$ cat config.mk
export PLATFORM = sky130hd
export DESIGN_NAME = two_lane_lap_timer
export DESIGN_NICKNAME = d
export VERILOG_FILES = /design/src/hdl/ltmr_pkg.sv /design/src/hdl/ltmr_div.sv /design/src/hdl/ltmr_dp.sv /design/src/hdl/ltmr_ctrl.sv /design/src/hdl/two_lane_lap_timer.sv
export VERILOG_INCLUDE_DIRS = /design/src /design/src/hdl
export SDC_FILE = /design/constraint.sdc
export NUM_CORES = 2
export LEC_CHECK = 0
export BUFFER_PORTS_ARGS = -buffer_cell sky130_fd_sc_hd__buf_2
export CAP_MARGIN = 20
export CORE_MARGIN = 2
export CORE_UTILIZATION = 50
export CTS_BUF_LIST = sky130_fd_sc_hd__clkbuf_16
export CTS_CLUSTER_DIAMETER = 80
export CTS_CLUSTER_SIZE = 24
export DETAILED_ROUTE_END_ITERATION = 8
export PLACE_DENSITY = 0.81
export SETUP_SLACK_MARGIN = 0.05
export SLEW_MARGIN = 5
export SYNTH_ARGS = -nofsm -noshare
export SYNTH_HDL_FRONTEND = slang
export SYNTH_SLANG_ARGS = --single-unit
$ cat constraint.sdc
create_clock -name clk_i -period 6.9 [get_ports clk_i]
set_clock_uncertainty 0.05 [all_clocks]
set_input_delay 1.38 -clock clk_i [delete_from_list [all_inputs] [get_ports clk_i]]
set_output_delay 1.38 -clock clk_i [all_outputs]
set_load 0.005 [all_outputs]
$ cat src/hdl/two_lane_lap_timer_macros.svh
// two_lane_lap_timer_macros.svh: assertion macros for the lap timer
// used by the top level; expects clk_i and rst_ni in the including module
`ifndef TWO_LANE_LAP_TIMER_MACROS_SVH
`define TWO_LANE_LAP_TIMER_MACROS_SVH
`ifndef SYNTH
// property must hold at every clock edge out of reset
`define TLLT_ASSERT(lbl, prop, msg) \
  lbl: assert property (@(posedge clk_i) disable iff (!rst_ni) (prop)) else $error(msg);
// condition must never be seen at a clock edge out of reset
`define TLLT_ASSERT_NEVER(lbl, cond, msg) \
  lbl: assert property (@(posedge clk_i) disable iff (!rst_ni) !(cond)) else $error(msg);
`else
`define TLLT_ASSERT(lbl, prop, msg)
`define TLLT_ASSERT_NEVER(lbl, cond, msg)
`endif
`endif

$ cat src/hdl/ltmr_pkg.sv
// ltmr_pkg: shared types and constants of the two-lane lap timer
// no dependencies; used by ltmr_div, ltmr_dp, ltmr_ctrl and the top level
`default_nettype none

package ltmr_pkg;

  // field widths
  localparam int unsigned TIME_W    = 32;
  localparam int unsigned COUNT_W   = 16;
  localparam int unsigned CMD_W     = 2;
  localparam int unsigned CFG_IDX_W = 2;

  // register reset values
  localparam logic [TIME_W-1:0]  MIN_LAP_RST  = 32'd1000;
  localparam logic [TIME_W-1:0]  DEBOUNCE_RST = 32'd1000;
  localparam logic [COUNT_W-1:0] TARGET_RST   = 16'd0;

  // request commands
  typedef enum logic [CMD_W-1:0] {
    CMD_TRIGGER = 2'd0,
    CMD_TOGGLE  = 2'd1,
    CMD_OFFSET  = 2'd2,
    CMD_CLEAR   = 2'd3
  } cmd_e;

  // configuration register indexes
  typedef enum logic [CFG_IDX_W-1:0] {
    CFG_MIN_LAP  = 2'd0,
    CFG_DEBOUNCE = 2'd1,
    CFG_TARGET   = 2'd2
  } cfg_idx_e;

  // controller to datapath
  typedef struct packed {
    logic capture;
    logic check;
    logic apply;
    logic div_start;
    logic mean_load;
    logic load_out;
  } ctrl_cmd_t;

  // datapath to controller
  typedef struct packed {
    logic lap_rec;
    logic div_done;
  } dp_status_t;

endpackage

`default_nettype wire

$ cat src/hdl/ltmr_div.sv
// ltmr_div: radix-2 restoring divider, one quotient bit per cycle
// depends on ltmr_pkg for the operand widths
`default_nettype none

module ltmr_div (
  input  wire logic                         clk_i,
  input  wire logic                         rst_ni,
  input  wire logic                         start_i,
  input  wire logic [ltmr_pkg::TIME_W-1:0]  dividend_i,
  input  wire logic [ltmr_pkg::COUNT_W-1:0] divisor_i,
  output logic                              done_o,
  output logic [ltmr_pkg::TIME_W-1:0]       quotient_o
);

  localparam int unsigned CNT_W = $clog2(ltmr_pkg::TIME_W);

  logic [ltmr_pkg::TIME_W-1:0]  quo_q, quo_d;
  logic [ltmr_pkg::COUNT_W-1:0] rem_q, rem_d;
  logic [ltmr_pkg::COUNT_W-1:0] dsr_q;
  logic [CNT_W-1:0]             cnt_q;
  logic                         busy_q, done_q;
  logic [ltmr_pkg::COUNT_W:0]   shifted;
  logic                         fits;

  // one restoring step: shift in the next dividend bit, subtract if it fits
  always_comb begin
    shifted = {rem_q, quo_q[ltmr_pkg::TIME_W-1]};
    fits    = shifted >= {1'b0, dsr_q};
    rem_d   = fits ? ltmr_pkg::COUNT_W'(shifted - {1'b0, dsr_q})
                   : ltmr_pkg::COUNT_W'(shifted);
    quo_d   = {quo_q[ltmr_pkg::TIME_W-2:0], fits};
  end

  // control: step counter and done pulse
  always_ff @(posedge clk_i or negedge rst_ni) begin
    if (!rst_ni) begin
      busy_q <= 1'b0;
      done_q <= 1'b0;
      cnt_q  <= '0;
    end else begin
      done_q <= busy_q && !start_i && (cnt_q == '0);
      if (start_i) begin
        busy_q <= 1'b1;
        cnt_q  <= CNT_W'(ltmr_pkg::TIME_W - 1);
      end else if (busy_q) begin
        cnt_q <= cnt_q - 1'b1;
        if (cnt_q == '0) begin
          busy_q <= 1'b0;
        end
      end
    end
  end

  // operands
  always_ff @(posedge clk_i) begin
    if (start_i) begin
      quo_q <= dividend_i;
      rem_q <= '0;
      dsr_q <= divisor_i;
    end else if (busy_q) begin
      quo_q <= quo_d;
      rem_q <= rem_d;
    end
  end

  assign done_o     = done_q;
  assign quotient_o = quo_q;

endmodule

`default_nettype wire

$ cat src/hdl/ltmr_dp.sv
// ltmr_dp: lap timer datapath with lane state, history, config and result registers
// depends on ltmr_pkg and instantiates ltmr_div
`default_nettype none

module ltmr_dp #(
  parameter int unsigned HISTORY_DEPTH = 8,
  parameter int unsigned LANE_COUNT    = 2
) (
  input  wire logic                           clk_i,
  input  wire logic                           rst_ni,
  input  wire ltmr_pkg::ctrl_cmd_t            ctrl_i,
  output ltmr_pkg::dp_status_t                status_o,
  input  wire logic [ltmr_pkg::CMD_W-1:0]     in_cmd_i,
  input  wire logic                           in_lane_i,
  input  wire logic [ltmr_pkg::TIME_W-1:0]    in_time_i,
  input  wire logic                           cfg_we_i,
  input  wire logic [ltmr_pkg::CFG_IDX_W-1:0] cfg_index_i,
  input  wire logic [ltmr_pkg::TIME_W-1:0]    cfg_data_i,
  output logic                                lane_out_o,
  output logic [ltmr_pkg::TIME_W-1:0]         newest_lap_o,
  output logic                                lap_recorded_o,
  output logic                                send_lap_o,
  output logic [ltmr_pkg::COUNT_W-1:0]        lap_total_o,
  output logic [ltmr_pkg::TIME_W-1:0]         fastest_lap_o,
  output logic [ltmr_pkg::TIME_W-1:0]         average_lap_o,
  output logic                                paused_out_o
);

  localparam int unsigned TW = ltmr_pkg::TIME_W;
  localparam int unsigned CW = ltmr_pkg::COUNT_W;

  // configuration registers
  logic [TW-1:0] min_lap_q, debounce_q;
  logic [CW-1:0] target_q;

  // captured request
  ltmr_pkg::cmd_e cmd_q;
  logic           lane_q;
  logic [TW-1:0]  time_q;

  // lane state
  logic          paused_q;
  logic [TW-1:0] prev_q  [LANE_COUNT];
  logic [TW-1:0] trig_q  [LANE_COUNT];
  logic [TW-1:0] total_q [LANE_COUNT];
  logic [CW-1:0] count_q [LANE_COUNT];
  logic [TW-1:0] best_q  [LANE_COUNT];
  logic [TW-1:0] mean_q  [LANE_COUNT];
  logic          armed_q [LANE_COUNT];
  logic [TW-1:0] hist_q  [LANE_COUNT][HISTORY_DEPTH];

  // per-request working registers
  logic          pass_q;
  logic [TW-1:0] lap_q;
  logic          rec_q;

  // result registers
  logic          lane_out_q, rec_out_q, send_q, paused_out_q;
  logic [TW-1:0] newest_q, fastest_q, average_q;
  logic [CW-1:0] total_out_q;

  // selected lane view
  logic          lane_ok;
  logic [TW-1:0] sel_prev, sel_trig, sel_total, sel_best, sel_hist0, sel_mean;
  logic [CW-1:0] sel_count, cnt_inc;
  logic          sel_armed;
  logic          rec_c;
  logic [TW-1:0] total_new;
  logic          div_done;
  logic [TW-1:0] quotient;

  // lane mux
  always_comb begin
    lane_ok   = int'(lane_q) < LANE_COUNT;
    sel_prev  = '0;
    sel_trig  = '0;
    sel_total = '0;
    sel_best  = '0;
    sel_hist0 = '0;
    sel_mean  = '0;
    sel_count = '0;
    sel_armed = 1'b0;
    for (int l = 0; l < LANE_COUNT; l++) begin
      if (int'(lane_q) == l) begin
        sel_prev  = prev_q[l];
        sel_trig  = trig_q[l];
        sel_total = total_q[l];
        sel_best  = best_q[l];
        sel_hist0 = hist_q[l][0];
        sel_mean  = mean_q[l];
        sel_count = count_q[l];
        sel_armed = armed_q[l];
      end
    end
  end

  // lap decision for the apply step
  always_comb begin
    rec_c     = (cmd_q == ltmr_pkg::CMD_TRIGGER) && lane_ok && pass_q && sel_armed &&
                (lap_q >= min_lap_q);
    cnt_inc   = (sel_count == '1) ? sel_count : sel_count + 1'b1;
    total_new = sel_total + lap_q;
  end

  assign status_o.lap_rec  = rec_c;
  assign status_o.div_done = div_done;

  // configuration writes
  always_ff @(posedge clk_i or negedge rst_ni) begin
    if (!rst_ni) begin
      min_lap_q  <= ltmr_pkg::MIN_LAP_RST;
      debounce_q <= ltmr_pkg::DEBOUNCE_RST;
      target_q   <= ltmr_pkg::TARGET_RST;
    end else if (cfg_we_i) begin
      unique case (ltmr_pkg::cfg_idx_e'(cfg_index_i))
        ltmr_pkg::CFG_MIN_LAP:  min_lap_q  <= cfg_data_i;
        ltmr_pkg::CFG_DEBOUNCE: debounce_q <= cfg_data_i;
        ltmr_pkg::CFG_TARGET:   target_q   <= cfg_data_i[CW-1:0];
        default: ;
      endcase
    end
  end

  // request capture and debounce / lap time check
  always_ff @(posedge clk_i) begin
    if (ctrl_i.capture) begin
      cmd_q  <= ltmr_pkg::cmd_e'(in_cmd_i);
      lane_q <= in_lane_i;
      time_q <= in_time_i;
    end
    if (ctrl_i.check) begin
      pass_q <= !paused_q && ((time_q - sel_trig) >= debounce_q);
      lap_q  <= time_q - sel_prev;
    end
    if (ctrl_i.apply) begin
      rec_q <= rec_c;
    end
  end

  // lane state update
  always_ff @(posedge clk_i or negedge rst_ni) begin
    if (!rst_ni) begin
      paused_q <= 1'b1;
      for (int l = 0; l < LANE_COUNT; l++) begin
        prev_q[l]  <= '0;
        trig_q[l]  <= '0;
        total_q[l] <= '0;
        count_q[l] <= '0;
        best_q[l]  <= '0;
        mean_q[l]  <= '0;
        armed_q[l] <= 1'b0;
        for (int k = 0; k < HISTORY_DEPTH; k++) begin
          hist_q[l][k] <= '0;
        end
      end
    end else begin
      if (ctrl_i.apply) begin
        // pause flag: toggle, or stop at the target lap count
        if (cmd_q == ltmr_pkg::CMD_TOGGLE) begin
          paused_q <= !paused_q;
        end else if (rec_c && (target_q != '0) && (cnt_inc == target_q)) begin
          paused_q <= 1'b1;
        end
        for (int l = 0; l < LANE_COUNT; l++) begin
          if (lane_ok && (int'(lane_q) == l)) begin
            unique case (cmd_q)
              ltmr_pkg::CMD_TRIGGER: begin
                if (pass_q) begin
                  trig_q[l] <= time_q;
                  if (!armed_q[l]) begin
                    // first trigger only arms the lane
                    armed_q[l] <= 1'b1;
                    prev_q[l]  <= time_q;
                  end else if (rec_c) begin
                    prev_q[l]  <= time_q;
                    for (int k = HISTORY_DEPTH - 1; k > 0; k--) begin
                      hist_q[l][k] <= hist_q[l][k-1];
                    end
                    hist_q[l][0] <= lap_q;
                    total_q[l]   <= total_new;
                    count_q[l]   <= cnt_inc;
                    if ((best_q[l] == '0) || (best_q[l] > lap_q)) begin
                      best_q[l] <= lap_q;
                    end
                  end
                end
              end
              ltmr_pkg::CMD_OFFSET: begin
                prev_q[l]  <= time_q;
                armed_q[l] <= 1'b1;
              end
              ltmr_pkg::CMD_CLEAR: begin
                prev_q[l]  <= '0;
                total_q[l] <= '0;
                count_q[l] <= '0;
                best_q[l]  <= '0;
                mean_q[l]  <= '0;
                armed_q[l] <= 1'b0;
                for (int k = 0; k < HISTORY_DEPTH; k++) begin
                  hist_q[l][k] <= '0;
                end
              end
              default: ;
            endcase
          end
        end
      end
      // average from the divider
      if (ctrl_i.mean_load) begin
        for (int l = 0; l < LANE_COUNT; l++) begin
          if (int'(lane_q) == l) begin
            mean_q[l] <= quotient;
          end
        end
      end
    end
  end

  // average = total / count, count is nonzero after a recorded lap
  ltmr_div u_div (
    .clk_i      (clk_i),
    .rst_ni     (rst_ni),
    .start_i    (ctrl_i.div_start),
    .dividend_i (sel_total),
    .divisor_i  (sel_count),
    .done_o     (div_done),
    .quotient_o (quotient)
  );

  // result register
  always_ff @(posedge clk_i) begin
    if (ctrl_i.load_out) begin
      lane_out_q   <= lane_q;
      newest_q     <= lane_ok ? sel_hist0 : '0;
      rec_out_q    <= rec_q;
      send_q       <= (cmd_q == ltmr_pkg::CMD_TRIGGER) && lane_ok && pass_q &&
                      (sel_hist0 != '0);
      total_out_q  <= lane_ok ? sel_count : '0;
      fastest_q    <= lane_ok ? sel_best : '0;
      average_q    <= lane_ok ? sel_mean : '0;
      paused_out_q <= paused_q;
    end
  end

  assign lane_out_o     = lane_out_q;
  assign newest_lap_o   = newest_q;
  assign lap_recorded_o = rec_out_q;
  assign send_lap_o     = send_q;
  assign lap_total_o    = total_out_q;
  assign fastest_lap_o  = fastest_q;
  assign average_lap_o  = average_q;
  assign paused_out_o   = paused_out_q;

endmodule

`default_nettype wire

$ cat src/hdl/ltmr_ctrl.sv
// ltmr_ctrl: sequencer of the lap timer and owner of the request and result handshakes
// depends on ltmr_pkg for the command and status structs
`default_nettype none

module ltmr_ctrl (
  input  wire logic                 clk_i,
  input  wire logic                 rst_ni,
  input  wire logic                 in_valid_i,
  output logic                      in_stall_o,
  output logic                      out_valid_o,
  input  wire logic                 out_stall_i,
  input  wire ltmr_pkg::dp_status_t status_i,
  output ltmr_pkg::ctrl_cmd_t       ctrl_o
);

  typedef enum logic [5:0] {
    ST_IDLE   = 6'b000001,
    ST_CHECK  = 6'b000010,
    ST_APPLY  = 6'b000100,
    ST_DSTART = 6'b001000,
    ST_DWAIT  = 6'b010000,
    ST_FINISH = 6'b100000
  } state_e;

  state_e state_q, state_d;
  logic   out_valid_q, out_valid_d;
  logic   out_free;

  assign out_free = !out_valid_q || !out_stall_i;

  // next state and datapath commands
  always_comb begin
    state_d     = state_q;
    ctrl_o      = '0;
    out_valid_d = out_valid_q && out_stall_i;
    unique case (state_q)
      ST_IDLE: begin
        if (in_valid_i) begin
          ctrl_o.capture = 1'b1;
          state_d        = ST_CHECK;
        end
      end
      ST_CHECK: begin
        ctrl_o.check = 1'b1;
        state_d      = ST_APPLY;
      end
      ST_APPLY: begin
        ctrl_o.apply = 1'b1;
        state_d      = status_i.lap_rec ? ST_DSTART : ST_FINISH;
      end
      ST_DSTART: begin
        ctrl_o.div_start = 1'b1;
        state_d          = ST_DWAIT;
      end
      ST_DWAIT: begin
        if (status_i.div_done) begin
          ctrl_o.mean_load = 1'b1;
          state_d          = ST_FINISH;
        end
      end
      ST_FINISH: begin
        if (out_free) begin
          ctrl_o.load_out = 1'b1;
          out_valid_d     = 1'b1;
          state_d         = ST_IDLE;
        end
      end
      default: state_d = ST_IDLE;
    endcase
  end

  always_ff @(posedge clk_i or negedge rst_ni) begin
    if (!rst_ni) begin
      state_q     <= ST_IDLE;
      out_valid_q <= 1'b0;
    end else begin
      state_q     <= state_d;
      out_valid_q <= out_valid_d;
    end
  end

  assign in_stall_o  = (state_q != ST_IDLE);
  assign out_valid_o = out_valid_q;

endmodule

`default_nettype wire

$ cat src/hdl/two_lane_lap_timer.sv
// two_lane_lap_timer: top level of the two-lane lap timer
// depends on ltmr_pkg, ltmr_ctrl, ltmr_dp, ltmr_div and the assertion macro header
//
//   channel  direction  handshake                  payload
//   in       input      in_valid_i / in_stall_o    cmd_i, lane_i, time_ms_i
//   out      output     out_valid_o / out_stall_i  lane_out_o .. paused_out_o
//   cfg      input      cfg_valid_i / cfg_ready_o  cfg_index_i, cfg_data_i
//
// one request at a time: a command that records no lap runs the check, apply and
// finish steps; a recorded lap also runs the 32-step radix-2 divider
// that updates the lane average
// the next request is taken while a result still waits in the output register
// reset clears all lane state and history at once, no clearing pass
// a stalled result holds the sequencer in its final step until it is taken
`default_nettype none
`include "two_lane_lap_timer_macros.svh"

module two_lane_lap_timer #(
  parameter int unsigned HISTORY_DEPTH = 8,
  parameter int unsigned LANE_COUNT    = 2
) (
  input  wire logic                           clk_i,
  input  wire logic                           rst_ni,
  // request input
  input  wire logic                           in_valid_i,
  output logic                                in_stall_o,
  input  wire logic [ltmr_pkg::CMD_W-1:0]     cmd_i,
  input  wire logic                           lane_i,
  input  wire logic [ltmr_pkg::TIME_W-1:0]    time_ms_i,
  // result output
  output logic                                out_valid_o,
  input  wire logic                           out_stall_i,
  output logic                                lane_out_o,
  output logic [ltmr_pkg::TIME_W-1:0]         newest_lap_o,
  output logic                                lap_recorded_o,
  output logic                                send_lap_o,
  output logic [ltmr_pkg::COUNT_W-1:0]        lap_total_o,
  output logic [ltmr_pkg::TIME_W-1:0]         fastest_lap_o,
  output logic [ltmr_pkg::TIME_W-1:0]         average_lap_o,
  output logic                                paused_out_o,
  // configuration writes
  input  wire logic                           cfg_valid_i,
  output logic                                cfg_ready_o,
  input  wire logic [ltmr_pkg::CFG_IDX_W-1:0] cfg_index_i,
  input  wire logic [ltmr_pkg::TIME_W-1:0]    cfg_data_i
);

  ltmr_pkg::ctrl_cmd_t  ctrl;
  ltmr_pkg::dp_status_t status;

  // configuration is always taken
  assign cfg_ready_o = 1'b1;

  ltmr_ctrl u_ctrl (
    .clk_i       (clk_i),
    .rst_ni      (rst_ni),
    .in_valid_i  (in_valid_i),
    .in_stall_o  (in_stall_o),
    .out_valid_o (out_valid_o),
    .out_stall_i (out_stall_i),
    .status_i    (status),
    .ctrl_o      (ctrl)
  );

  ltmr_dp #(
    .HISTORY_DEPTH (HISTORY_DEPTH),
    .LANE_COUNT    (LANE_COUNT)
  ) u_dp (
    .clk_i          (clk_i),
    .rst_ni         (rst_ni),
    .ctrl_i         (ctrl),
    .status_o       (status),
    .in_cmd_i       (cmd_i),
    .in_lane_i      (lane_i),
    .in_time_i      (time_ms_i),
    .cfg_we_i       (cfg_valid_i && cfg_ready_o),
    .cfg_index_i    (cfg_index_i),
    .cfg_data_i     (cfg_data_i),
    .lane_out_o     (lane_out_o),
    .newest_lap_o   (newest_lap_o),
    .lap_recorded_o (lap_recorded_o),
    .send_lap_o     (send_lap_o),
    .lap_total_o    (lap_total_o),
    .fastest_lap_o  (fastest_lap_o),
    .average_lap_o  (average_lap_o),
    .paused_out_o   (paused_out_o)
  );

  // assertions
  `TLLT_ASSERT(a_busy_after_accept, in_valid_i && !in_stall_o |=> in_stall_o, "no stall")
  `TLLT_ASSERT_NEVER(a_send_zero_lap, out_valid_o && send_lap_o && ~|newest_lap_o, "zero lap sent")
  `TLLT_ASSERT_NEVER(a_rec_no_count, out_valid_o && lap_recorded_o && ~|lap_total_o, "zero count")

endmodule

`default_nettype wire
Yosys cells after proc, flatten, opt, wreduce, memory -nomap -nowiden. Cells that the tools add are included.

Bits in registers: 1146. Input port bits: 74. Output and inout port bits: 119.

Add/sub/neg operators: 6. $lt $le $gt $ge: 5. Eq/ne operators: 25. Multiplexer cells: 84. Bitwise operators: 1. Reduce and logical (&&, ||, !) cells: 43.

Operators with widths (count): $mux W256 (6); $mux W32 (32); $pmux W256 S2 (2); $pmux W32 S2 (4); $pmux W32 S3 (2); $mux W16 (8); $mux W64 (2); $ge A32 B32 Y1 (2); $gt A32 B32 Y1 (2); $logic_not A32 Y1 (2); $pmux W16 S2 (2); $sub A32 B32 Y32 (2); $pmux W6 S6 (1); $add A32 B32 Y32 (1); $reduce_bool A32 Y1 (1); $mux W6 (4); $mux W1 (18); $ge A17 B16 Y1 (1); $add A16 B1 Y16 const B (1); $eq A16 B16 Y1 (1); $eq A16 B16 Y1 const B (1); $ne A2 B1 Y1 const B (8); $reduce_and A4 Y1 (4); $reduce_bool A16 Y1 (1); 28 further kinds (56).

Depth between registers and ports, before layout.
Depth in word-level cells: 8. Mapped depth: 30. Depth with buffers taken out: 23.

By module. Synthesis repeated with hierarchy kept, for this count alone.

Cells, all modules: 3347. Area total of the unflattened synthesis: 39446.6 µm².

Modules (own cells, without submodules): ltmr_dp (instances 1, cells an instance 2973, area each 35287.6 µm²); ltmr_div (instances 1, cells an instance 325, area each 3699.8 µm²); ltmr_ctrl (instances 1, cells an instance 47, area each 447.9 µm²); two_lane_lap_timer (instances 1, cells an instance 2, area each 11.3 µm²).

Worst setup path after synthesis. OpenSTA, ideal clock, no wires.

Path kind: input -> register. From: input port out_stall_i. To: register u_dp.average_q[0] (netlist: u_dp.average_lap_o[0]), enable pin. Setup time: 0.629 ns. Arrival: 6.848 ns. Data required time: 6.221 ns. Path slack: -0.627 ns. Cell stages on the path: 1. Path buffers: 0. Cell sequence: a21oi_1.

Word-level cells in the longest chain between the ends: 4.

RTL lines: start: declaration (RTL line two_lane_lap_timer.sv:32) `input wire logic out_stall_i,`; $logic_not A1 Y1 (RTL line ltmr_ctrl.sv:29) `assign out_free = !out_valid_q || !out_stall_i;`; $logic_or A1 B1 Y1 (RTL line ltmr_ctrl.sv:29); $mux W1 (RTL line ltmr_ctrl.sv:62) `if (out_free) begin`; $mux W1 (RTL line ltmr_ctrl.sv:36) `unique case (state_q)`; end signal: assignment (RTL line ltmr_dp.sv:240) `average_q <= lane_ok ? sel_mean : '0;`; end: declaration (RTL line ltmr_dp.sv:59) `logic [TW-1:0] newest_q, fastest_q, average_q;`.

Every way passes these cells. A chain may end at the register's enable or synchronous reset.

Final worst setup path.
From: register u_dp.lane_q. To: register u_dp.pass_q (data pin).

Word-level cells in the longest chain between the ends: 4.

RTL lines: start: declaration (RTL line ltmr_dp.sv:38) `logic lane_q;`; start signal: assignment (RTL line ltmr_dp.sv:128) `lane_q <= in_lane_i;`; $mux W32 (RTL line ltmr_dp.sv:84) `if (int'(lane_q) == l) begin`; $sub A32 B32 Y32 (RTL line ltmr_dp.sv:132) `pass_q <= !paused_q && ((time_q - sel_trig) >= debounce_q);`; $ge A32 B32 Y1 (RTL line ltmr_dp.sv:132); $logic_and A1 B1 Y1 (RTL line ltmr_dp.sv:132); end signal: assignment (RTL line ltmr_dp.sv:132); end: declaration (RTL line ltmr_dp.sv:53) `logic pass_q;`.

Every way passes these cells.

==> metrics.txt <==
# TYPE chip_impl_metric gauge
chip_impl_metric{name="insertion_delay",unit="ps"} 620
chip_impl_metric{name="finalHoldWorstSlack",unit="ps"} 423.6
chip_impl_metric{name="async_flop_share",unit=""} 0.6732
chip_impl_metric{name="filler_cell_count",unit=""} 6506
chip_impl_metric{name="setup_slack_of_the_critical_path_after_layout",unit="ps"} 1292
chip_impl_metric{name="synthCells",unit=""} 3432
chip_impl_info{name="startpoint_type",value="flop"} 1
chip_impl_info{name="post_synth_main_area_contributors",value="dfrtp_1 32%, edfxtp_1 18%, mux2_2 9.1%, ha_1 7.8%, nand2_1 4.1%"} 1
chip_impl_metric{name="antenna_found_initial",unit=""} 2
chip_impl_info{name="synth_top_area_cell",value="dfrtp_1"} 1
chip_impl_metric{name="insertedDiodeCount",unit=""} 0
chip_impl_metric{name="post_cts_resize_count",unit=""} 0
chip_impl_metric{name="synth_seq_area_share",unit=""} 0.5157
chip_impl_metric{name="layout_cell_share_with_drive_strength_beyond_1",unit=""} 0.1876
chip_impl_info{name="rsz0062_at_grt",value="no"} 1
chip_impl_metric{name="worst-path-max-fanout",unit=""} 21
chip_impl_metric{name="finalCriticalPeriod",unit="ps"} 5608
chip_impl_metric{name="finalWirelength",unit="µm"} 93310
chip_impl_metric{name="mean_routed_wirelength_per_cell",unit="µm"} 20.12
chip_impl_metric{name="postSynthNetCount",unit=""} 3754
chip_impl_metric{name="utilization_after_layout",unit=""} 0.5499
chip_impl_info{name="criticalPathCategory",value="flop to flop"} 1
chip_impl_metric{name="cts-root-to-sink-buffers",unit=""} 3
chip_impl_info{name="end_kind",value="flop"} 1
chip_impl_info{name="primary_flip_flop_cell_chosen_by_synthesis_mapping",value="dfrtp_1"} 1
chip_impl_info{name="post_synth_most_frequent_cells",value="499 x dfrtp_1, 429 x nand2_1, 315 x mux2_2"} 1
chip_impl_metric{name="dp_cells",unit=""} 4558
chip_impl_metric{name="slew_viol_final",unit=""} 0
chip_impl_metric{name="syn-cell-area",unit="mm²"} 0.03912
chip_impl_metric{name="p_leak",unit="nW"} 19.76
chip_impl_metric{name="slew_at_the_pin_closest_to_its_max_slew_limit",unit="ps"} 1138
chip_impl_metric{name="h-tree-depth",unit=""} 2
chip_impl_metric{name="setup_violations",unit=""} 0
chip_impl_metric{name="routabilityCongestion",unit=""} 0.9089
chip_impl_metric{name="synthesis.area_per_instance",unit="µm²"} 11.40
chip_impl_metric{name="crit_path_max_incr_delay",unit="ps"} 1100
chip_impl_metric{name="numClockSinks",unit=""} 762
chip_impl_metric{name="drtPass1Iterations",unit=""} 6
chip_impl_metric{name="register_area",unit="mm²"} 0.02017
chip_impl_metric{name="grt_first_pass_wirelength",unit="µm"} 148400
chip_impl_metric{name="die_height",unit="µm"} 283.7
chip_impl_metric{name="grt_pass1_vias",unit=""} 26258
chip_impl_info{name="outcome",value="complete, no violations"} 1
chip_impl_metric{name="post_cts_setup_driven_buffer_insertion_count",unit=""} 0
chip_impl_metric{name="fin_crit_sh",unit=""} 0.8128
chip_impl_metric{name="post-place-ws",unit="ps"} 1319
chip_impl_metric{name="core_area",unit="mm²"} 0.07747
chip_impl_metric{name="worst_ep_arrival_time",unit="ps"} 5900
chip_impl_metric{name="route.detailed.drc",unit=""} 0
chip_impl_metric{name="via_density_per_instance",unit=""} 5.801
chip_impl_info{name="cts.root.buffer_cell",value="clkbuf_16"} 1
chip_impl_metric{name="grt_usage",unit=""} 0.2307
chip_impl_metric{name="power_density",unit="mW/mm²"} 344.4
chip_impl_metric{name="initial_utilization",unit=""} 0.5049
chip_impl_metric{name="dr.first_iter.drc_count",unit=""} 2195
chip_impl_metric{name="multi_input_comb_area",unit="mm²"} 0.01777
chip_impl_metric{name="synth_cell_types",unit=""} 88
chip_impl_metric{name="max_clock_freq",unit="MHz"} 178.3
chip_impl_metric{name="detailroute.via_count",unit=""} 26906
chip_impl_metric{name="hpwl_after_detailed_placement",unit="µm"} 66420
chip_impl_metric{name="dieArea",unit="mm²"} 0.08049
chip_impl_metric{name="relative_area_change_from_synthesis_to_final_layout",unit="%"} 8.902
chip_impl_metric{name="groute.layer.met2.usage",unit=""} 0.3614
chip_impl_info{name="crit_chain",value="mux2_2 > ha_1 > nand2b_1 > a21o_1 > a21oi_1 > a211oi_1 > o31ai_1 > a21oi_1 > o31ai_1 > a21o_1 > a21oi_1 > xnor2_1 > ha_1 > a21o_1 > a21o_1 > a211oi_1 > o22ai_1 > a21oi_1 > o31ai_1"} 1
chip_impl_metric{name="antenna_viol_nets_final",unit=""} 0
chip_impl_metric{name="top_ports",unit=""} 193
chip_impl_metric{name="clk_pin_slew",unit="ps"} 100
chip_impl_metric{name="grt_overflow",unit=""} 0
chip_impl_info{name="tritoncts",value="built"} 1
chip_impl_info{name="worst_hold_path_type",value="flop to flop"} 1
chip_impl_metric{name="rows",unit=""} 102
chip_impl_metric{name="synth_enable_flop_cells",unit=""} 233
chip_impl_metric{name="numCtsBuffers",unit=""} 42
chip_impl_metric{name="die_width",unit="µm"} 283.7
chip_impl_info{name="post-synth-top-count-cell",value="dfrtp_1"} 1
chip_impl_metric{name="finish.cell_count_without_fillers",unit=""} 4638
chip_impl_metric{name="portBuffers",unit=""} 191
chip_impl_metric{name="ys_warn_count",unit=""} 0
chip_impl_info{name="slowest_stage",value="edfxtp_1"} 1
chip_impl_metric{name="ys_seq_elements",unit=""} 762
chip_impl_metric{name="synth_top_area_share",unit=""} 0.3192
chip_impl_info{name="most_heavily_used_metal_layer_in_global_routing",value="met2"} 1
chip_impl_metric{name="vdd.ir_drop.worst",unit="mV"} 0.2204
chip_impl_metric{name="cts_hold_repair.buffers",unit=""} 0
chip_impl_metric{name="grtUsageMet1",unit=""} 0.3314
chip_impl_metric{name="grt_use_met3",unit=""} 0.02637
chip_impl_metric{name="final.setup.tns",unit="ps"} 0
chip_impl_metric{name="number_of_maximum_capacitance_violations",unit=""} 0
chip_impl_metric{name="required",unit="ps"} 7190
chip_impl_metric{name="design.final.nets",unit=""} 3886
chip_impl_metric{name="grt_max_degree",unit=""} 112
chip_impl_metric{name="slew_headroom",unit=""} 0.2413
chip_impl_metric{name="report.final.hold_viol_count",unit=""} 0
==> power breakdown <==
group | switching (mW) | internal (mW) | total (mW) | leakage, nW
Sequential | 0.802 | 5.71 | 6.51 | 9.09
Clock | 1.56 | 1.36 | 2.92 | 0.764
Combinational | 2.93 | 2.31 | 5.24 | 9.90
Total | 5.29 | 9.39 | 14.7 | 19.8
==> sequential cells by signal, summed over array words and instances, names as in the netlist, 64 cells and up, named ones only <==
register / flops
u_dp.total_q: 64
u_dp.hist_q: 64
u_dp.prev_q: 64
u_dp.best_q: 64
u_dp.trig_q: 64
==> kinds of logic (layout without fill, tap and decap cells) <==
kind of cell,count (synthesis),count (layout),share of synthesized area
AOI/OAI and AO/OA,724,724,0.1197
xor gates and xnor gates,115,115,0.02594
adders and majority gates,248,248,0.08009
buffers and inverters,301,467,0.03170
DFF,762,762,0.5157
muxes,462,462,0.1331
other,1,1,0.00009587
and+or+nand+nor,819,819,0.09366
==> placed cells by master (no fill, tap or decap), drive strengths merged, types with 46 or more instances in the layout <==
cell / netlist / layout
inv: 161 / 186
a21oi: 139 / 139
xnor2: 76 / 76
o21ai: 256 / 256
clkbuf: 90 / 46
mux2i: 86 / 86
nor2: 152 / 152
a21o: 85 / 85
a22o: 65 / 65
ha: 244 / 244
buf: 48 / 226
mux2: 376 / 376
nand2: 429 / 429
dfrtp: 499 / 499
edfxtp: 233 / 233
==> worst max-delay path, delay by kind of cell (launching register included) <==
kind	cells	cell delay, ps
flops	1	1100
xor+xnor	1	140
compound gates	14	2960
fa+ha+maj	2	490
simple gates	1	170
mux	1	430
==> area by class of cell <==
type	count	share of cell area
Inverter	163	0.01436
Tap cell	1040	0.03055
Clock inverter	32	0.006756
Sequential cell	762	0.4735
Clock buffer	46	0.02702
Timing Repair Buffer	226	0.03066
Multi-Input combinational cell	2369	0.4171
==> stage by stage <==
| stage | total power, mW | cell area, µm² |
|---|---|---|
| 3_3_place_gp | 11.54 | 41080 |
| 4_1_cts | 14.66 | 42550 |
| 3_5_place_dp | 11.72 | 41110 |
| 2_1_floorplan | 10.18 | 39120 |
| 5_1_grt | 15.59 | 42600 |
| 6_report | 14.67 | 42600 |
==> worst paths after layout <==
kind | startpoint | to | slack [ps] | depth (start not counted)
setup / recovery | u_dp.lane_q$_DFFE_PP_ | u_dp.pass_q$_DFFE_PP_ | 1290 | 19
hold reg to reg | u_dp.total_q[53]$_DFFE_PN0P_ | u_dp.total_q[53]$_DFFE_PN0P_ | 420 | 2
hold / removal | u_dp.total_q[53]$_DFFE_PN0P_ | u_dp.total_q[53]$_DFFE_PN0P_ | 420 | 2
max in group asynchronous | rst_ni | u_dp.total_q[6]$_DFFE_PN0P_ | 4560 | 2
min in group asynchronous | rst_ni | u_dp.trig_q[26]$_DFFE_PN0P_ | 780 | 1
setup reg to reg | u_dp.lane_q$_DFFE_PP_ | u_dp.pass_q$_DFFE_PP_ | 1290 | 19
==> routing by layer <==
layer	up-vias	share of wire
met2	786	0.46
li1	12639	-
met5	-	0
met1	13331	0.45
met3	150	0.056
met4	0	0.037
No activity file was read; power rests on OpenSTA's default activity.
